--- src/rtl/mskt_pkg.sv ---
// ----------------------------------------------------------------------------
// mskt_pkg: shared types and constants for the motor state Kalman tracker
// Fixed-width field constants, register indexes and controller/datapath
// command and status structures.
// ----------------------------------------------------------------------------
package mskt_pkg;

   localparam int unsigned STAMP_W = 48;
   localparam int unsigned WORD_W  = 32;
   localparam int unsigned CSR_IDX_W = 2;

   localparam logic [CSR_IDX_W-1:0] CSR_Q_POS   = 2'd0;
   localparam logic [CSR_IDX_W-1:0] CSR_Q_VEL   = 2'd1;
   localparam logic [CSR_IDX_W-1:0] CSR_R_MEAS  = 2'd2;
   localparam logic [CSR_IDX_W-1:0] CSR_TIMEOUT = 2'd3;

   localparam logic FUNC_CORRECT = 1'b0;
   localparam logic FUNC_QUERY   = 1'b1;

   // micro-operations executed by the datapath
   typedef enum logic [3:0] {
      OP_NONE,
      OP_LOAD,      // latch item, compute dt and checks
      OP_MUL_X,     // x0 += dt*x1
      OP_MUL_A00,   // a00 = p0 + dt*p2
      OP_MUL_A01,   // a01 = p1 + dt*p3
      OP_MUL_P0,    // pre p0 = a00 + a01*dt + qpos
      OP_MUL_P2,    // pre p2 = p2 + p3*dt, p3 += qvel, commit
      OP_DIV_START, // start gain divisions
      OP_DIV_STEP,
      OP_UPD_X0,
      OP_UPD_X1,
      OP_UPD_P0,
      OP_UPD_P1,
      OP_UPD_P2,
      OP_UPD_P3
   } op_type;

   typedef struct packed {
      op_type op;
      logic   div_sel;   // 0: k0, 1: k1
   } cmd_type;

   typedef struct packed {
      logic pred_ok;     // prediction allowed
      logic first;       // first prediction only records time
      logic div_done;
   } sts_type;

endpackage

--- src/rtl/mskt_ctrl.sv ---
// ----------------------------------------------------------------------------
// mskt_ctrl: sequencer for the Kalman tracker
// Accepts one beat, steps the datapath through predict and update, and
// holds the result beat until taken.
// ----------------------------------------------------------------------------
module mskt_ctrl (
   input  logic              clock,
   input  logic              reset,
   input  logic              in_valid,
   output logic              in_ready,
   input  logic              in_func,
   output logic              out_valid,
   input  logic              out_ready,
   output logic              out_pred,
   output logic              out_corr,
   output mskt_pkg::cmd_type cmd,
   input  mskt_pkg::sts_type sts
);
   import mskt_pkg::*;

   typedef enum logic [4:0] {
      S_IDLE, S_CHECK, S_X, S_A00, S_A01, S_P0, S_P2,
      S_D0S, S_D0, S_D0W, S_D1S, S_D1, S_D1W,
      S_UX0, S_UX1, S_UP0, S_UP1, S_UP2, S_UP3, S_OUT
   } state_type;

   state_type state_ff;
   logic      func_ff, valid_ff, pred_ff, corr_ff;

   always_comb begin
      cmd.op = OP_NONE;
      cmd.div_sel = 1'b0;
      case (state_ff)
         S_IDLE: if (in_valid) cmd.op = OP_LOAD;
         S_X:    cmd.op = OP_MUL_X;
         S_A00:  cmd.op = OP_MUL_A00;
         S_A01:  cmd.op = OP_MUL_A01;
         S_P0:   cmd.op = OP_MUL_P0;
         S_P2:   cmd.op = OP_MUL_P2;
         S_D0S:  cmd.op = OP_DIV_START;
         S_D0:   cmd.op = OP_DIV_STEP;
         S_D0W:  cmd.op = OP_DIV_STEP;
         S_D1S:  begin cmd.op = OP_DIV_START; cmd.div_sel = 1'b1; end
         S_D1:   begin cmd.op = OP_DIV_STEP;  cmd.div_sel = 1'b1; end
         S_D1W:  begin cmd.op = OP_DIV_STEP;  cmd.div_sel = 1'b1; end
         S_UX0:  cmd.op = OP_UPD_X0;
         S_UX1:  cmd.op = OP_UPD_X1;
         S_UP0:  cmd.op = OP_UPD_P0;
         S_UP1:  cmd.op = OP_UPD_P1;
         S_UP2:  cmd.op = OP_UPD_P2;
         S_UP3:  cmd.op = OP_UPD_P3;
         default: cmd.op = OP_NONE;
      endcase
   end

   assign in_ready  = (state_ff == S_IDLE);
   assign out_valid = valid_ff;
   assign out_pred  = pred_ff;
   assign out_corr  = corr_ff;

   always_ff @(posedge clock) begin
      if (reset) begin
         state_ff <= S_IDLE;
         valid_ff <= 1'b0;
         pred_ff  <= 1'b0;
         corr_ff  <= 1'b0;
         func_ff  <= 1'b0;
      end else begin
         case (state_ff)
            S_IDLE: if (in_valid) begin
               func_ff  <= in_func;
               state_ff <= S_CHECK;
            end
            S_CHECK:
               if (!sts.pred_ok || sts.first) begin
                  pred_ff <= sts.pred_ok;
                  corr_ff <= sts.pred_ok && (func_ff == FUNC_CORRECT);
                  state_ff <= (sts.pred_ok && func_ff == FUNC_CORRECT) ? S_D0S : S_OUT;
               end else state_ff <= S_X;
            S_X:   state_ff <= S_A00;
            S_A00: state_ff <= S_A01;
            S_A01: state_ff <= S_P0;
            S_P0:  state_ff <= S_P2;
            S_P2: begin
               pred_ff  <= 1'b1;
               corr_ff  <= (func_ff == FUNC_CORRECT);
               state_ff <= (func_ff == FUNC_CORRECT) ? S_D0S : S_OUT;
            end
            S_D0S: state_ff <= S_D0;
            S_D0:  if (sts.div_done) state_ff <= S_D0W;
            S_D0W: state_ff <= S_D1S;
            S_D1S: state_ff <= S_D1;
            S_D1:  if (sts.div_done) state_ff <= S_D1W;
            S_D1W: state_ff <= S_UX0;
            S_UX0: state_ff <= S_UX1;
            S_UX1: state_ff <= S_UP0;
            S_UP0: state_ff <= S_UP1;
            S_UP1: state_ff <= S_UP2;
            S_UP2: state_ff <= S_UP3;
            S_UP3: state_ff <= S_OUT;
            S_OUT: begin
               if (!valid_ff) valid_ff <= 1'b1;
               else if (out_ready) begin
                  valid_ff <= 1'b0;
                  state_ff <= S_IDLE;
               end
            end
            default: state_ff <= S_IDLE;
         endcase
      end
   end
endmodule
--- config.mk ---
export PLATFORM = sky130hd
export DESIGN_NAME = mskt_ctrl
export DESIGN_NICKNAME = d
export VERILOG_FILES = /design/src/rtl/mskt_pkg.sv /design/src/rtl/mskt_ctrl.sv
export SDC_FILE = /design/constraint.sdc
export NUM_CORES = 1
export LEC_CHECK = 0
export BUFFER_PORTS_ARGS = -buffer_cell sky130_fd_sc_hd__buf_2
export CORE_MARGIN = 10
export CORE_UTILIZATION = 52
export DETAILED_ROUTE_END_ITERATION = 16
export GPL_TIMING_DRIVEN = 0
export PLACE_DENSITY = 0.84
export REMOVE_ABC_BUFFERS = 1
export SKIP_LAST_GASP = 1
export SLEW_MARGIN = 40
export SYNTH_ARGS = -nofsm -noshare
export SYNTH_HDL_FRONTEND = slang
export SYNTH_SLANG_ARGS = --single-unit
--- constraint.sdc ---
create_clock -name clock -period 2.6 [get_ports clock]
set_input_delay 0.13 -clock clock [delete_from_list [all_inputs] [get_ports clock]]
set_output_delay 0.13 -clock clock [all_outputs]
set_load 0.01 [all_outputs]
== Word level (Yosys, flattened, before mapping) ==
Cells that the tools add are included.
W data, S select, Z words.
Cells by class
  equal/unequal tests: 25
  muxes and demuxes: 18
  bitwise operators: 1
  reductions and logical operators: 11
Operator list (count)
  $pmux W5 S20: 1
  $pmux W4 S14: 1
  $eq A5 B4 Y1 const B: 8
  $mux W5: 8
  $eq A5 B3 Y1 const B: 4
  $eq A5 B5 Y1 const B: 4
  $ne A2 B2 Y1 const B: 6
  $eq A5 B2 Y1 const B: 2
  $mux W1: 6
  $eq A5 B1 Y1 const B: 1
  $logic_not A5 Y1: 1
  $reduce_and A5 Y1: 1
  $pmux W1 S2: 2
  $reduce_and A2 Y1: 2
  $reduce_or A4 Y1: 1
  $reduce_or A3 Y1: 1
  $reduce_bool A2 Y1: 1
  $reduce_or A2 Y1: 1
  $logic_and A1 B1 Y1: 1
  $logic_not A1 Y1: 1
  $logic_or A1 B1 Y1: 1
  $not A1 Y1: 1
Word-level totals
  register bits: 9
  output and inout port bits: 9
  word-level logic and storage cells: 60

== Depth between registers and ports, before layout ==
  depth in word-level cells: 5
  gate-level depth with buffers: 5
  depth with buffers taken out: 4

== Worst setup path before layout ==
OpenSTA, ideal clock, no wires.
  path kind: register -> output
  from: reg state_ff[3]
  to: out cmd[1] in the netlist's numbering
  data arrival time: 1.174 ns
  required time: 2.470 ns
  setup slack: 1.296 ns
  cell stages (with the launch flop): 6
  path buffers: 1
  path through: dfxtp_1 > buf_2 > nor3b_1 > a21oi_1 > o31a_1 > o32ai_1
RTL lines
  from (decl): RTL line mskt_ctrl.sv:27  | state_type state_ff;
  from (signal assigned): RTL line mskt_ctrl.sv:78  | state_ff <= (sts.pred_ok && func_ff == FUNC_CORRECT) ? S_D0S : S_OUT;
  from (signal assigned): RTL line mskt_ctrl.sv:87  | state_ff <= (func_ff == FUNC_CORRECT) ? S_D0S : S_OUT;
  to (decl): RTL line mskt_ctrl.sv:16  | output mskt_pkg::cmd_type cmd,

==> flow_summary.toml <==
[outcome]
status = "completed"

[timing]
tns_ns = 0
slew_headroom = 0.614
period_minus_slack_ns = 1.99
finClkSkew_ns = 0.0122
setup_viol = 0
drv_slew = 0
fmax_ghz = 0.502
hold_violations = 0
period_share = 0.766
tightest_slew_ns = 0.578
grt_setup_unrepaired = "no"

[global_routing]
first_global_vias = 669
gr-total-overflow = 0
grt_max_degree = 18
grt_pass1_wl_mm = 2.90
antenna_found_initial = 0
track_usage = 0.107

[clock_network]
cts_resized = 0
clk_latency_ns = 0.27
ctsLongestPathBuffers = 2
cts.clk_slew.worst_paths_ns = 0.06
cts_made_buffers = 3
post_cts_buffers = 0
htreeDepth = 1
clock-sinks = 9
cts_tree = "yes"
postCtsHoldBufs = 0
root_buffer = "clkbuf_4"

[logic_synthesis]
synthTopCellsByArea = "dfxtp_1 (25%), a21oi_1 (6.3%), mux2i_1 (4.2%)"
synth_cells = 90
synth_top_area_frac = 0.251
netlist_area_sq_um = 717
ys_warn_count = 0
synth_area_per_cell_sq_um = 7.97
synth_ff_type = "dfxtp_1"
synth-seq-cells = 9
synth_edf_count = 0
synthArstFlopShare = 0
netlist_top_cells_count = "a21oi_1 (9), dfxtp_1 (9), nand2_1 (6)"
yosysSeqAreaShare = 0.251
netlist-cell-type-count = 42
yosysTopAreaCell = "dfxtp_1"

[layout]
drive_above_1_share = 0.269
antennaDiodeCount = 0
nets = 113
area_growth_pct = 12.2
fin_util = 0.618

[place]
port_buffers = 16
gp_congestion = 0.844
hpwl_mm = 1.33

[detailed_routing]
final_antenna_net_count = 0
viasPerCell = 6.12
drt_wl_total_mm = 1.83
dr.first_iter.drc_count = 20
wl_per_cell_um = 15.4
drcViolationCount = 0
drtPass1Iterations = 4
num_vias = 728

[critical_path]
path_class = "reg2out"
crit_fanout = 12
critPathLaunchType = "register"
arrival_ns = 1.86
crit_path_end_kind = "primary output"
required_ns = 2.47

[power]
power_density_nw_per_um2 = 829
leakage_nw = 0.355
ir_worst_vdd_mv = 0.444

[die]
std_cell_rows = 13
ioPinCount = 17
core_area_sq_um = 1300
initial_core_util = 0.551
die_w_um = 57.1
fp.dieArea_sq_um = 3260
die_y_um = 57.1

[run]
maxCapViolations = 0

[worst_hold_path]
hold_path.class = "in2reg"
==> path summary, 6_finish.rpt <==
path / start / to / slack (ns) / cells past startpoint
worst max register to register: state_ff[3]$_SDFFE_PP0P_ / state_ff[1]$_SDFFE_PP0P_ / 1.02 / 4
worst min-delay path: in_func / func_ff$_SDFFE_PP0P_ / 0.10 / 3
worst max-delay path: state_ff[4]$_SDFFE_PP0P_ / cmd[3] / 0.61 / 5
worst min register to register: out_corr$_SDFFE_PP0P_ / out_corr$_SDFFE_PP0P_ / 0.51 / 2
==> power by group <==
group | internal (mW) | switching, mW | total, mW
logic | 0.142 | 0.177 | 0.319
clock network | 0.0590 | 0.0481 | 0.107
registers | 0.166 | 0.0746 | 0.240
==> worst max-delay path, stage by stage (launching register included) <==
cell	delay, ns
dfxtp_1	0.60
nor2b_1	0.42
a21oi_1	0.09
o22a_1	0.20
o22ai_1	0.11
buf_2	0.16
==> sequential cells by signal, summed over array words and instances, names as in the netlist <==
signal,count
func_ff,1
out_valid,1
state_ff,5
out_corr,1
out_pred,1
==> stage by stage <==
stage	setup slack [ns]	cell area [sq um]	hold slack, ns	cells	power, mW
after floorplan	1.16	679	0.195	84	0.455
after global placement	0.945	778	0.359	115	0.551
after detailed placement	0.915	778	0.382	115	0.559
after CTS	0.624	805	0.102	119	0.669
after global routing	0.511	805	0.105	119	0.723
final	0.609	805	0.104	119	0.667
==> layout by cell type, fill, tap and decap left out, types with 2 or more instances in the layout <==
cell / netlist / final
o21bai_1: 2 / 2
o21ai_0: 2 / 2
and2_1: 2 / 2
buf_2: 3 / 16
nand2_1: 6 / 6
nand2b_1: 3 / 3
dfxtp_1: 9 / 9
nand4_1: 3 / 3
inv_1: 4 / 4
a21oi_1: 9 / 9
nor2b_1: 4 / 4
nor3_1: 2 / 2
inv_2: 2 / 2
clkbuf_4: 0 / 3
mux2i_1: 3 / 3
nor2_1: 5 / 5
o21ai_1: 3 / 3
==> area by class of cell <==
cell class	instances	area [sq um]
tap	15	18.8
sequential	9	180
clock buffer	4	26.3
timing repair buffer	16	80.1
fill	119	497
inverter	6	22.5
multi-input combinational	69	477
==> cells by family (layout without fill, tap and decap cells) <==
kind of cell           after synthesis  count (layout)  synth area share
XOR/XNOR                             1               1            0.0122
flip-flops                           9               9             0.251
buffers and inverters               12              26            0.0838
AND/OR/NAND/NOR                     33              33             0.293
AO/OA/AOI/OAI                       32              32             0.318
multiplexers                         3               3            0.0419
==> per-layer routing <==
metal	global-route usage	wire length (um)	vias to the layer above
li1	-	-	364
met1	0.116	765	342
met2	0.183	959	20
met3	0.0465	85	2
met4	0.0336	23	0
met5	0	0	-
(Power assumes the default switching activity.)
